## src/rtl/itaf_pkg.sv

```systemverilog
// shared types, constants and helpers for the integer to ascii formatter
package itaf_pkg;

    localparam int VALUE_W  = 64;
    localparam int BASE_W   = 2;
    localparam int PREC_W   = 7;
    localparam int FLAG_W   = 6;
    localparam int CHAR_W   = 8;
    localparam int CNT_W    = 3;
    localparam int DIGIT_W  = 4;
    localparam int BCD_W    = 80;
    localparam int DABBLE_W = 7;
    localparam int GROUP_CHARS = 4;

    // radix codes
    localparam logic [BASE_W-1:0] BASE_BIN = 2'd0;
    localparam logic [BASE_W-1:0] BASE_OCT = 2'd1;
    localparam logic [BASE_W-1:0] BASE_DEC = 2'd2;
    localparam logic [BASE_W-1:0] BASE_HEX = 2'd3;

    // flag bit positions
    localparam int FLAG_UNSIGNED  = 0;
    localparam int FLAG_PLUS      = 1;
    localparam int FLAG_BLANK     = 2;
    localparam int FLAG_UPPER     = 3;
    localparam int FLAG_ALTERNATE = 4;
    localparam int FLAG_THOUSANDS = 5;

    // ascii codes
    localparam logic [CHAR_W-1:0] CH_NUL   = 8'h00;
    localparam logic [CHAR_W-1:0] CH_BLANK = 8'h20;
    localparam logic [CHAR_W-1:0] CH_PLUS  = 8'h2B;
    localparam logic [CHAR_W-1:0] CH_COMMA = 8'h2C;
    localparam logic [CHAR_W-1:0] CH_MINUS = 8'h2D;
    localparam logic [CHAR_W-1:0] CH_ZERO  = 8'h30;
    localparam logic [CHAR_W-1:0] CH_A_UP  = 8'h41;
    localparam logic [CHAR_W-1:0] CH_B_UP  = 8'h42;
    localparam logic [CHAR_W-1:0] CH_X_UP  = 8'h58;
    localparam logic [CHAR_W-1:0] CH_A_LO  = 8'h61;
    localparam logic [CHAR_W-1:0] CH_B_LO  = 8'h62;
    localparam logic [CHAR_W-1:0] CH_X_LO  = 8'h78;

    typedef enum logic [8:0] {
        ST_IDLE   = 9'b000000001,
        ST_DABBLE = 9'b000000010,
        ST_DIGIT  = 9'b000000100,
        ST_PAD    = 9'b000001000,
        ST_ALT_HI = 9'b000010000,
        ST_ALT_LO = 9'b000100000,
        ST_SIGN   = 9'b001000000,
        ST_FETCH  = 9'b010000000,
        ST_OUT    = 9'b100000000
    } state_t;

    typedef struct packed {
        logic load;
        logic dabble;
        logic pop;
    } dig_ctrl_t;

    typedef struct packed {
        logic [DIGIT_W-1:0] digit;
        logic               rest_zero;
        logic               dabble_done;
    } dig_stat_t;

    function automatic logic [CHAR_W-1:0] digit_char(input logic [DIGIT_W-1:0] d,
                                                     input logic upper);
        logic [CHAR_W-1:0] d_ext;
        d_ext = {4'b0000, d};
        if (d < 4'd10)
            return CH_ZERO + d_ext;
        else if (upper)
            return CH_A_UP + d_ext - 8'd10;
        else
            return CH_A_LO + d_ext - 8'd10;
    endfunction

endpackage

```

## src/rtl/itaf_in_if.sv

```systemverilog
// input channel carrying one value to format
interface itaf_in_if import itaf_pkg::*; ();
    logic                valid;
    logic                ready;
    logic [VALUE_W-1:0]  value_bits;
    logic [BASE_W-1:0]   base_select;
    logic [PREC_W-1:0]   precision;
    logic [FLAG_W-1:0]   format_flags;

    modport source (output valid, output value_bits, output base_select,
                    output precision, output format_flags, input ready);
    modport sink   (input valid, input value_bits, input base_select,
                    input precision, input format_flags, output ready);
endinterface

```

## src/rtl/itaf_out_if.sv

```systemverilog
// output channel carrying one group of up to four characters
interface itaf_out_if import itaf_pkg::*; ();
    logic               valid;
    logic               ready;
    logic [CHAR_W-1:0]  char0;
    logic [CHAR_W-1:0]  char1;
    logic [CHAR_W-1:0]  char2;
    logic [CHAR_W-1:0]  char3;
    logic [CNT_W-1:0]   valid_count;
    logic               last_group;

    modport source (output valid, output char0, output char1, output char2,
                    output char3, output valid_count, output last_group, input ready);
    modport sink   (input valid, input char0, input char1, input char2,
                    input char3, input valid_count, input last_group, output ready);
endinterface

```

## src/rtl/integer_to_ascii_formatter_core.sv

```systemverilog
// top level: printf style integer to ascii conversion, up to four characters per transfer
//
// One value is taken at a time; the input is not ready until the last group of
// the previous text has been transferred. The text is built right to left in
// the text store, one character per cycle, by a single shift unit: decimal
// values first pass through a binary to bcd conversion, other radixes start at
// once. After that the digits with their commas, the padding zeros, the prefix
// characters and the sign are written in that order; the padding step and the
// sign step are passed through even when there is no padding and no sign.
// Read-out then fetches each group from the store, one store read per cycle
// with registered read data, and offers the group until the receiver takes it.
// No clearing pass is needed after reset.
// base_select: 0 binary, 1 octal, 2 decimal, 3 hex. format_flags: bit0
// unsigned, bit1 plus, bit2 blank, bit3 upper case, bit4 alternate form,
// bit5 thousands grouping. Characters of the final group beyond valid_count
// are zero.
module integer_to_ascii_formatter_core import itaf_pkg::*;
#(
    parameter int TEXT_CHARS    = 128,
    parameter int MAX_PRECISION = 100
)
(
    input  logic       clk,
    input  logic       rst_n,
    itaf_in_if.sink    item,
    itaf_out_if.source result
);

    localparam int AW = $clog2(TEXT_CHARS);
    localparam int PW = $clog2(TEXT_CHARS + 1);

    // sequencer and pointers
    state_t             state_reg, state_next;
    logic [PW-1:0]      pos_reg, pos_next;        // leftmost written character
    logic [PREC_W-1:0]  rem_reg, rem_next;        // digits still owed to the precision
    logic [1:0]         mod3_reg, mod3_next;      // digits since the last comma
    logic               comma_reg, comma_next;    // comma due before the next digit
    logic [PW-1:0]      rd_ptr_reg, rd_ptr_next;  // first character of the current group
    logic [CNT_W-1:0]   issue_reg, issue_next;    // store reads issued in this group
    logic               pend_reg, pend_next;      // read data arrives this cycle
    logic [1:0]         slot_reg, slot_next;

    // per item settings
    logic [CHAR_W-1:0]  sign_reg, sign_next;
    logic               has_sign_reg, has_sign_next;
    logic               upper_reg, upper_next;
    logic               alter_reg, alter_next;
    logic               group_reg, group_next;
    logic [BASE_W-1:0]  base_reg, base_next;
    logic               nonzero_reg, nonzero_next;
    logic               lead_zero_reg, lead_zero_next;
    logic [CHAR_W-1:0]  chars_reg [GROUP_CHARS];
    logic [CHAR_W-1:0]  chars_next [GROUP_CHARS];

    // datapath
    dig_ctrl_t          dig_ctrl;
    dig_stat_t          dig_stat;
    logic [VALUE_W-1:0] magnitude;
    logic               negative;
    logic [PREC_W-1:0]  prec_eff;
    logic               we_req;
    logic               we;
    logic [CHAR_W-1:0]  wdata;
    logic [PW-1:0]      pos_dec;
    logic [PW-1:0]      rd_sum;
    logic [CHAR_W-1:0]  rd_data;
    logic [PW-1:0]      grp_len;
    logic [CNT_W-1:0]   grp_cnt;
    logic               grp_last;

    itaf_digit_unit u_digit
    (
        .clk        (clk),
        .rst_n      (rst_n),
        .ctrl       (dig_ctrl),
        .load_value (magnitude),
        .base       (item.base_select),
        .stat       (dig_stat)
    );

    itaf_text_buf #(.TEXT_CHARS(TEXT_CHARS)) u_text
    (
        .clk     (clk),
        .we      (we),
        .waddr   (pos_dec[AW-1:0]),
        .wdata   (wdata),
        .raddr   (rd_sum[AW-1:0]),
        .rd_data (rd_data)
    );

    // sign and magnitude of the incoming value
    assign negative  = !item.format_flags[FLAG_UNSIGNED] && item.value_bits[VALUE_W-1];
    assign magnitude = negative ? (~item.value_bits + 1'b1) : item.value_bits;
    assign prec_eff  = (item.precision > PREC_W'(MAX_PRECISION)) ?
                       PREC_W'(MAX_PRECISION) : item.precision;

    assign pos_dec  = pos_reg - 1'b1;
    assign we       = we_req && (pos_reg != '0);
    assign rd_sum   = rd_ptr_reg + PW'(issue_reg);

    // size of the group starting at the read pointer
    assign grp_len  = PW'(TEXT_CHARS) - rd_ptr_reg;
    assign grp_cnt  = (grp_len >= PW'(GROUP_CHARS)) ? CNT_W'(GROUP_CHARS) : grp_len[CNT_W-1:0];
    assign grp_last = (grp_len <= PW'(GROUP_CHARS));

    assign item.ready         = (state_reg == ST_IDLE);
    assign result.valid       = (state_reg == ST_OUT);
    assign result.char0       = chars_reg[0];
    assign result.char1       = chars_reg[1];
    assign result.char2       = chars_reg[2];
    assign result.char3       = chars_reg[3];
    assign result.valid_count = grp_cnt;
    assign result.last_group  = grp_last;

    always_comb
    begin
        state_next     = state_reg;
        pos_next       = pos_reg;
        rem_next       = rem_reg;
        mod3_next      = mod3_reg;
        comma_next     = comma_reg;
        rd_ptr_next    = rd_ptr_reg;
        issue_next     = issue_reg;
        pend_next      = pend_reg;
        slot_next      = slot_reg;
        sign_next      = sign_reg;
        has_sign_next  = has_sign_reg;
        upper_next     = upper_reg;
        alter_next     = alter_reg;
        group_next     = group_reg;
        base_next      = base_reg;
        nonzero_next   = nonzero_reg;
        lead_zero_next = lead_zero_reg;
        for (int i = 0; i < GROUP_CHARS; i++)
            chars_next[i] = chars_reg[i];
        dig_ctrl = '0;
        we_req   = 1'b0;
        wdata    = CH_NUL;

        unique case (state_reg)
            ST_IDLE:
            begin
                if (item.valid)
                begin
                    dig_ctrl.load = 1'b1;
                    pos_next      = PW'(TEXT_CHARS);
                    rem_next      = prec_eff;
                    mod3_next     = '0;
                    comma_next    = 1'b0;
                    upper_next    = item.format_flags[FLAG_UPPER];
                    alter_next    = item.format_flags[FLAG_ALTERNATE];
                    group_next    = item.format_flags[FLAG_THOUSANDS];
                    base_next     = item.base_select;
                    nonzero_next  = (item.value_bits != '0);
                    // minus wins, then plus, then blank; none when unsigned
                    has_sign_next = 1'b1;
                    if (negative)
                        sign_next = CH_MINUS;
                    else if (item.format_flags[FLAG_UNSIGNED])
                    begin
                        sign_next     = CH_NUL;
                        has_sign_next = 1'b0;
                    end
                    else if (item.format_flags[FLAG_PLUS])
                        sign_next = CH_PLUS;
                    else if (item.format_flags[FLAG_BLANK])
                        sign_next = CH_BLANK;
                    else
                    begin
                        sign_next     = CH_NUL;
                        has_sign_next = 1'b0;
                    end
                    state_next = (item.base_select == BASE_DEC) ? ST_DABBLE : ST_DIGIT;
                end
            end

            ST_DABBLE:
            begin
                if (dig_stat.dabble_done)
                    state_next = ST_DIGIT;
                else
                    dig_ctrl.dabble = 1'b1;
            end

            ST_DIGIT:
            begin
                we_req = 1'b1;
                if (comma_reg)
                begin
                    wdata      = CH_COMMA;
                    comma_next = 1'b0;
                end
                else
                begin
                    wdata        = digit_char(dig_stat.digit, upper_reg);
                    dig_ctrl.pop = 1'b1;
                    if (rem_reg != '0)
                        rem_next = rem_reg - 1'b1;
                    mod3_next = (mod3_reg == 2'd2) ? 2'd0 : mod3_reg + 1'b1;
                    // comma only between converted digits
                    if (dig_stat.rest_zero)
                        state_next = ST_PAD;
                    else if (group_reg && (mod3_reg == 2'd2))
                        comma_next = 1'b1;
                end
            end

            ST_PAD:
            begin
                if (rem_reg != '0)
                begin
                    we_req   = 1'b1;
                    wdata    = CH_ZERO;
                    rem_next = rem_reg - 1'b1;
                end
                else if (alter_reg && (base_reg == BASE_OCT) && !lead_zero_reg)
                    state_next = ST_ALT_LO;
                else if (alter_reg && nonzero_reg &&
                         ((base_reg == BASE_HEX) || (base_reg == BASE_BIN)))
                    state_next = ST_ALT_HI;
                else
                    state_next = ST_SIGN;
            end

            ST_ALT_HI:
            begin
                we_req = 1'b1;
                if (base_reg == BASE_HEX)
                    wdata = upper_reg ? CH_X_UP : CH_X_LO;
                else
                    wdata = upper_reg ? CH_B_UP : CH_B_LO;
                state_next = ST_ALT_LO;
            end

            ST_ALT_LO:
            begin
                we_req     = 1'b1;
                wdata      = CH_ZERO;
                state_next = ST_SIGN;
            end

            ST_SIGN:
            begin
                we_req      = has_sign_reg;
                wdata       = sign_reg;
                rd_ptr_next = (has_sign_reg && (pos_reg != '0)) ? pos_dec : pos_reg;
                issue_next  = '0;
                pend_next   = 1'b0;
                for (int i = 0; i < GROUP_CHARS; i++)
                    chars_next[i] = CH_NUL;
                state_next  = ST_FETCH;
            end

            ST_FETCH:
            begin
                // one store read per cycle, data lands in the next cycle
                if (issue_reg < grp_cnt)
                begin
                    pend_next  = 1'b1;
                    slot_next  = issue_reg[1:0];
                    issue_next = issue_reg + 1'b1;
                end
                else
                    pend_next = 1'b0;
                if (pend_reg)
                begin
                    chars_next[slot_reg] = rd_data;
                    if ({1'b0, slot_reg} == grp_cnt - 1'b1)
                        state_next = ST_OUT;
                end
            end

            ST_OUT:
            begin
                if (result.ready)
                begin
                    rd_ptr_next = rd_ptr_reg + PW'(grp_cnt);
                    issue_next  = '0;
                    pend_next   = 1'b0;
                    for (int i = 0; i < GROUP_CHARS; i++)
                        chars_next[i] = CH_NUL;
                    state_next  = grp_last ? ST_IDLE : ST_FETCH;
                end
            end

            default:
            begin
                state_next = ST_IDLE;
            end
        endcase

        if (we)
        begin
            pos_next       = pos_dec;
            lead_zero_next = (wdata == CH_ZERO);
        end
    end

    always_ff @(posedge clk or negedge rst_n)
    begin
        if (!rst_n)
        begin
            state_reg  <= ST_IDLE;
            pos_reg    <= PW'(TEXT_CHARS);
            rem_reg    <= '0;
            mod3_reg   <= '0;
            comma_reg  <= 1'b0;
            rd_ptr_reg <= PW'(TEXT_CHARS);
            issue_reg  <= '0;
            pend_reg   <= 1'b0;
        end
        else
        begin
            state_reg  <= state_next;
            pos_reg    <= pos_next;
            rem_reg    <= rem_next;
            mod3_reg   <= mod3_next;
            comma_reg  <= comma_next;
            rd_ptr_reg <= rd_ptr_next;
            issue_reg  <= issue_next;
            pend_reg   <= pend_next;
        end
    end

    always_ff @(posedge clk)
    begin
        slot_reg      <= slot_next;
        sign_reg      <= sign_next;
        has_sign_reg  <= has_sign_next;
        upper_reg     <= upper_next;
        alter_reg     <= alter_next;
        group_reg     <= group_next;
        base_reg      <= base_next;
        nonzero_reg   <= nonzero_next;
        lead_zero_reg <= lead_zero_next;
        for (int i = 0; i < GROUP_CHARS; i++)
            chars_reg[i] <= chars_next[i];
    end

`ifndef SYNTHESIS
    // input and output sides never open together
    a_one_item: assert property (@(posedge clk) disable iff (!rst_n)
        !(item.ready && result.valid))
        else $error("input ready while a group is offered");

    // the text never runs past the left end of the store
    a_no_overflow: assert property (@(posedge clk) disable iff (!rst_n)
        we_req |-> (pos_reg != '0))
        else $error("text store overflow");

    // every offered group holds one to four characters
    a_group_size: assert property (@(posedge clk) disable iff (!rst_n)
        result.valid |-> ((result.valid_count != '0) && (result.valid_count <= 3'd4)))
        else $error("bad group size");

    // after the final group the block takes a new item at once
    a_back_to_idle: assert property (@(posedge clk) disable iff (!rst_n)
        (result.valid && result.ready && result.last_group) |=> item.ready)
        else $error("not idle after final group");
`endif

endmodule

```

## src/rtl/itaf_digit_unit.sv

```systemverilog
// shared shift unit: binary to bcd conversion and least significant digit extraction
module itaf_digit_unit import itaf_pkg::*;
(
    input  logic               clk,
    input  logic               rst_n,
    input  dig_ctrl_t          ctrl,
    input  logic [VALUE_W-1:0] load_value,
    input  logic [BASE_W-1:0]  base,
    output dig_stat_t          stat
);

    logic [BCD_W-1:0]    acc_reg;
    logic [VALUE_W-1:0]  bin_reg;
    logic [BASE_W-1:0]   base_reg;
    logic [DABBLE_W-1:0] count_reg;
    logic [BCD_W-1:0]    corrected;
    logic [BCD_W-1:0]    shifted;
    logic [DIGIT_W-1:0]  digit;

    // add-3 correction on every bcd digit
    always_comb
    begin
        for (int i = 0; i < BCD_W / DIGIT_W; i++)
        begin
            if (acc_reg[i*DIGIT_W +: DIGIT_W] >= 4'd5)
                corrected[i*DIGIT_W +: DIGIT_W] = acc_reg[i*DIGIT_W +: DIGIT_W] + 4'd3;
            else
                corrected[i*DIGIT_W +: DIGIT_W] = acc_reg[i*DIGIT_W +: DIGIT_W];
        end
    end

    always_comb
    begin
        case (base_reg)
            BASE_BIN:
            begin
                shifted = acc_reg >> 1;
                digit   = {3'b000, acc_reg[0]};
            end
            BASE_OCT:
            begin
                shifted = acc_reg >> 3;
                digit   = {1'b0, acc_reg[2:0]};
            end
            default:
            begin
                shifted = acc_reg >> 4;
                digit   = acc_reg[3:0];
            end
        endcase
    end

    assign stat.digit       = digit;
    assign stat.rest_zero   = (shifted == '0);
    assign stat.dabble_done = (count_reg == '0);

    always_ff @(posedge clk or negedge rst_n)
    begin
        if (!rst_n)
        begin
            count_reg <= '0;
        end
        else if (ctrl.load)
        begin
            count_reg <= (base == BASE_DEC) ? DABBLE_W'(VALUE_W) : '0;
        end
        else if (ctrl.dabble)
        begin
            count_reg <= count_reg - 1'b1;
        end
    end

    always_ff @(posedge clk)
    begin
        if (ctrl.load)
        begin
            base_reg <= base;
            if (base == BASE_DEC)
            begin
                acc_reg <= '0;
                bin_reg <= load_value;
            end
            else
            begin
                acc_reg <= {{(BCD_W-VALUE_W){1'b0}}, load_value};
                bin_reg <= load_value;
            end
        end
        else if (ctrl.dabble)
        begin
            acc_reg <= {corrected[BCD_W-2:0], bin_reg[VALUE_W-1]};
            bin_reg <= {bin_reg[VALUE_W-2:0], 1'b0};
        end
        else if (ctrl.pop)
        begin
            acc_reg <= shifted;
        end
    end

endmodule

```

## src/rtl/itaf_text_buf.sv

```systemverilog
// text store: one write port, one registered read port
module itaf_text_buf import itaf_pkg::*;
#(
    parameter int TEXT_CHARS = 128
)
(
    input  logic                          clk,
    input  logic                          we,
    input  logic [$clog2(TEXT_CHARS)-1:0] waddr,
    input  logic [CHAR_W-1:0]             wdata,
    input  logic [$clog2(TEXT_CHARS)-1:0] raddr,
    output logic [CHAR_W-1:0]             rd_data
);

    logic [CHAR_W-1:0] mem [TEXT_CHARS];
    logic [CHAR_W-1:0] rd_data_reg;

    always_ff @(posedge clk)
    begin
        if (we)
            mem[waddr] <= wdata;
        rd_data_reg <= mem[raddr];
    end

    assign rd_data = rd_data_reg;

endmodule

```

## src/flat_wrapper.sv

```systemverilog
// flat-port wrapper written by rule: the top's interface ports become plain ports
module integer_to_ascii_formatter_core_flat import itaf_pkg::*;
#(
    parameter int TEXT_CHARS    = 128,
    parameter int MAX_PRECISION = 100
)
  (clk, rst_n, item_valid, item_value_bits, item_base_select, item_precision, item_format_flags, item_ready, result_valid, result_char0, result_char1, result_char2, result_char3, result_valid_count, result_last_group, result_ready);
  itaf_in_if item_i ();
  itaf_out_if result_i ();
  input  logic clk;
  input  logic rst_n;
  input wire logic [$bits(item_i.valid)-1:0] item_valid;
  input wire logic [$bits(item_i.value_bits)-1:0] item_value_bits;
  input wire logic [$bits(item_i.base_select)-1:0] item_base_select;
  input wire logic [$bits(item_i.precision)-1:0] item_precision;
  input wire logic [$bits(item_i.format_flags)-1:0] item_format_flags;
  output wire logic [$bits(item_i.ready)-1:0] item_ready;
  output wire logic [$bits(result_i.valid)-1:0] result_valid;
  output wire logic [$bits(result_i.char0)-1:0] result_char0;
  output wire logic [$bits(result_i.char1)-1:0] result_char1;
  output wire logic [$bits(result_i.char2)-1:0] result_char2;
  output wire logic [$bits(result_i.char3)-1:0] result_char3;
  output wire logic [$bits(result_i.valid_count)-1:0] result_valid_count;
  output wire logic [$bits(result_i.last_group)-1:0] result_last_group;
  input wire logic [$bits(result_i.ready)-1:0] result_ready;
  assign item_i.valid = item_valid;
  assign item_i.value_bits = item_value_bits;
  assign item_i.base_select = item_base_select;
  assign item_i.precision = item_precision;
  assign item_i.format_flags = item_format_flags;
  assign item_ready = item_i.ready;
  assign result_valid = result_i.valid;
  assign result_char0 = result_i.char0;
  assign result_char1 = result_i.char1;
  assign result_char2 = result_i.char2;
  assign result_char3 = result_i.char3;
  assign result_valid_count = result_i.valid_count;
  assign result_last_group = result_i.last_group;
  assign result_i.ready = result_ready;
  integer_to_ascii_formatter_core #(.TEXT_CHARS(TEXT_CHARS), .MAX_PRECISION(MAX_PRECISION)) u_core (.clk(clk), .rst_n(rst_n), .item(item_i), .result(result_i));
endmodule
```

## config.mk

```make
export PLATFORM = sky130hd
export DESIGN_NAME = integer_to_ascii_formatter_core_flat
export DESIGN_NICKNAME = d
export VERILOG_FILES = /design/src/rtl/itaf_pkg.sv /design/src/rtl/itaf_in_if.sv /design/src/rtl/itaf_out_if.sv /design/src/rtl/integer_to_ascii_formatter_core.sv /design/src/rtl/itaf_digit_unit.sv /design/src/rtl/itaf_text_buf.sv /design/src/flat_wrapper.sv
export SDC_FILE = /design/constraint.sdc
export NUM_CORES = 2
export LEC_CHECK = 0
export ABC_AREA = 1
export BUFFER_PORTS_ARGS = -buffer_cell sky130_fd_sc_hd__buf_2
export CAP_MARGIN = 5
export CORE_ASPECT_RATIO = 2
export CORE_MARGIN = 2
export CORE_UTILIZATION = 58
export CTS_BUF_LIST = sky130_fd_sc_hd__clkbuf_8 sky130_fd_sc_hd__clkbuf_16
export DETAILED_ROUTE_END_ITERATION = 8
export HOLD_SLACK_MARGIN = 0.02
export PLACE_DENSITY = 0.76
export REMOVE_ABC_BUFFERS = 1
export SETUP_SLACK_MARGIN = 0.15
export SLEW_MARGIN = 15
export SYNTH_ARGS = -nofsm -noshare
export SYNTH_HDL_FRONTEND = slang
export SYNTH_SLANG_ARGS = --single-unit
```

## constraint.sdc

```tcl
create_clock -name clk -period 15.5 [get_ports clk]
set_input_delay 3.1 -clock clk [delete_from_list [all_inputs] [get_ports clk]]
set_output_delay 3.1 -clock clk [all_outputs]
set_load 0.01 [all_outputs]
```

==> metrics.csv <==
metric,value,unit
ys_ff_latch,1138,
insertion_delay,0.70,ns
grtUsageTotal,0.3071,
grt_max_degree,229,
cts_setup_buffers,0,
synthArstFlopShare,0.04042,
status,"complete, no violations",
drive_above_1_share,0.07816,
largest_reg_flops,896,
yosys_most_used_dff,edfxtp_1,
finalWorstSetupSlack,9.500,ns
crit_required,16.11,ns
cts_sinks,1138,
routed_via_density,6.252,
cts_resized,0,
nets,5205,
yosysWarnings,0,
start_util,0.5842,
crit_top_cell,nand3_1,
crit_path_max_incr_delay,1.17,ns
slew_headroom,0.1957,
dp_hpwl,94890,um
fmax,166.7,MHz
cts_buffer_depth,3,
wl_per_cell,23.01,um
regArea,33880,um^2
vias,39620,
ant_nets,0,
min_path_type,reg2reg,
netlist.area_leader.share,0.6092,
synth_edf_count,1085,
finalWirelength,145800,um
p_leak,21.04,nW
cts_tree,done,
path_cells,ha_4 > fa_4 > buf_4 > buf_4 > buf_12 > o21ai_0 > o32ai_1 > nand2_1 > nand3_1 > nand3_1 > nand3_1 > nand3_1 > nand2_1,
synthTopCellsByArea,"edfxtp_1 61%, nor2_1 6.5%, nand2_1 6.2%",
gp_congestion,1.015,
pin_count,121,
core,91540,um^2
peakVddDrop,0.3039,mV
syn_to_final_growth,8.425,%
synth_common_cells,"1085 x edfxtp_1, 923 x nor2_1, 880 x nand2_1, 387 x o21ai_0, 301 x nand3_1",
root_buffer,clkbuf_16,
port-buffer-count,120,
multi_input_comb_area,17490,um^2
critPathMaxFanout,228,
critPathCaptureType,flop,
syn_area,53480,um^2
cts_made_buffers,93,
synth_most_common_cell,edfxtp_1,
syn_inst,5079,
tightest_slew,1.202,ns
setup_viol_count_final,0,
grt_overflow,0,
netlist.top_cell.by_area,edfxtp_1,
critPathKind,reg2reg,
cp_slowest_cell,fa_4,
powerDensity,209.0,nW/um^2
fin_skew,0.02427,ns
place_ws,9.445,ns
avgSynthCellArea,10.53,um^2
cts_hold_buf,0,
num-fill-cells,7288,
ys_seq_area_frac,0.6334,
rows,157,
grt_first_pass_wirelength,219800,um
grt_pass1_vias,39260,
cap_violations,0,
drt-initial-drc-count,4119,
layout_min_cycle_time,6.000,ns
report.final.slew_viol_count,0,
drt-pass1-iter-count,9,
die_area,94800,um^2
drc,0,
die_w,218.7,um
synth_cell_types,59,
clkTransAtPathRegs,0.08,ns
htree_num_levels,3,
antenna_found_initial,3,
start_kind,flop,
total_power,0.01212,W
finalHoldViolCount,0,
post-route-period-util,0.3871,
rsz0062_at_grt,no,
arrival,6.61,ns
die-height,433.4,um
final timing paths:
check                               startpoint                       end  slack, ns  cells after the start
setup / recovery           u_core.issue_reg[0]  u_core.u_text.rd_data[5]       9.50                     13
hold / removal                 u_core.pend_reg           u_core.pend_reg       0.49                      2
setup reg to reg           u_core.issue_reg[0]  u_core.u_text.rd_data[5]       9.50                     13
hold reg to reg                u_core.pend_reg           u_core.pend_reg       0.49                      2
max in group asynchronous                rst_n         u_core.pos_reg[5]      12.63                      1
min in group asynchronous                rst_n           u_core.pend_reg       2.42                      1
power breakdown:
part,switching (W),leakage [nW],internal (W),total (W)
Sequential,0.000265,10.9,0.00389,0.00416
Combinational,0.00399,8.57,0.00157,0.00556
Clock,0.00113,1.57,0.00128,0.00241
Total,0.00539,21.0,0.00674,0.0121
cell families after synthesis:
family | Yosys count | synth area share
AO/OA/AOI/OAI | 955 | 0.1148
XOR/XNOR | 71 | 0.01163
adder cells (fa/ha/maj) | 60 | 0.01418
buffers and inverters | 548 | 0.04272
flip-flops | 1138 | 0.6334
multiplexers | 56 | 0.01048
AND/OR/NAND/NOR | 2251 | 0.1727
placed cells by master (no fill, tap or decap), types with 10 or more instances in the layout:
master | Yosys | final
o22ai_1 | 36 | 36
inv_6 | 0 | 11
inv_2 | 13 | 11
nand2_1 | 880 | 876
o32ai_1 | 169 | 169
nand2_2 | 14 | 14
buf_2 | 80 | 119
or2_2 | 10 | 10
nand3_1 | 301 | 300
clkinv_2 | 0 | 21
clkbuf_16 | 0 | 94
edfxtp_1 | 1085 | 1085
xor2_1 | 63 | 60
o21ai_0 | 387 | 387
nor4_1 | 11 | 11
mux2i_1 | 56 | 56
ha_1 | 59 | 57
dfrtp_1 | 43 | 43
a21oi_1 | 133 | 133
nor3_1 | 36 | 36
buf_4 | 12 | 46
nand4_1 | 44 | 44
o221ai_1 | 78 | 77
nor2_1 | 923 | 920
inv_1 | 252 | 265
a211oi_1 | 15 | 15
o211ai_1 | 93 | 93
clkinv_1 | 3 | 16
critical path, delay by kind of cell (launching register included):
| kind | cells | cell delay, ns |
|---|---|---|
| AND/OR/NAND/NOR | 6 | 1.14 |
| flip-flops | 1 | 0.48 |
| adder cells (fa/ha/maj) | 2 | 1.38 |
| AO/OA/AOI/OAI | 2 | 0.43 |
| buffers and inverters | 3 | 2.16 |
per-stage QoR:
stage | cells | setup TNS (ns) | hold WS, ns | instance area [um^2] | util
finish | 6337 | 0 | 0.4918 | 57990 | 0.6334
global route | 6336 | 0 | 0.5384 | 57980 | 0.6334
floorplan | 4799 | -9.533 | 0.4502 | 52200 | -
CTS | 6334 | 0 | 0.4965 | 57950 | 0.6331
global placement | 6158 | 0 | 0.4671 | 54850 | 0.5992
detailed placement | 6158 | 0 | 0.4768 | 54850 | 0.5992
metal layers:
metal | GRT usage | up-vias | share of wire
met4 | 0.2257 | 0 | 0.082
met5 | 0 | - | 0
li1 | - | 18120 | -
met3 | 0.04290 | 531 | 0.057
met2 | 0.5659 | 1715 | 0.54
met1 | 0.3117 | 19260 | 0.32
area by class of cell:
type,count,area share
Antenna cell,2,0.00008631
Clock buffer,97,0.04128
Clock inverter,79,0.01223
Inverter,268,0.01752
Multi-Input combinational cell,3393,0.3015
Sequential cell,1138,0.5842
Tap cell,1192,0.02572
Timing Repair Buffer,168,0.01739
Note: power is estimated with default switching activity, not from simulation.
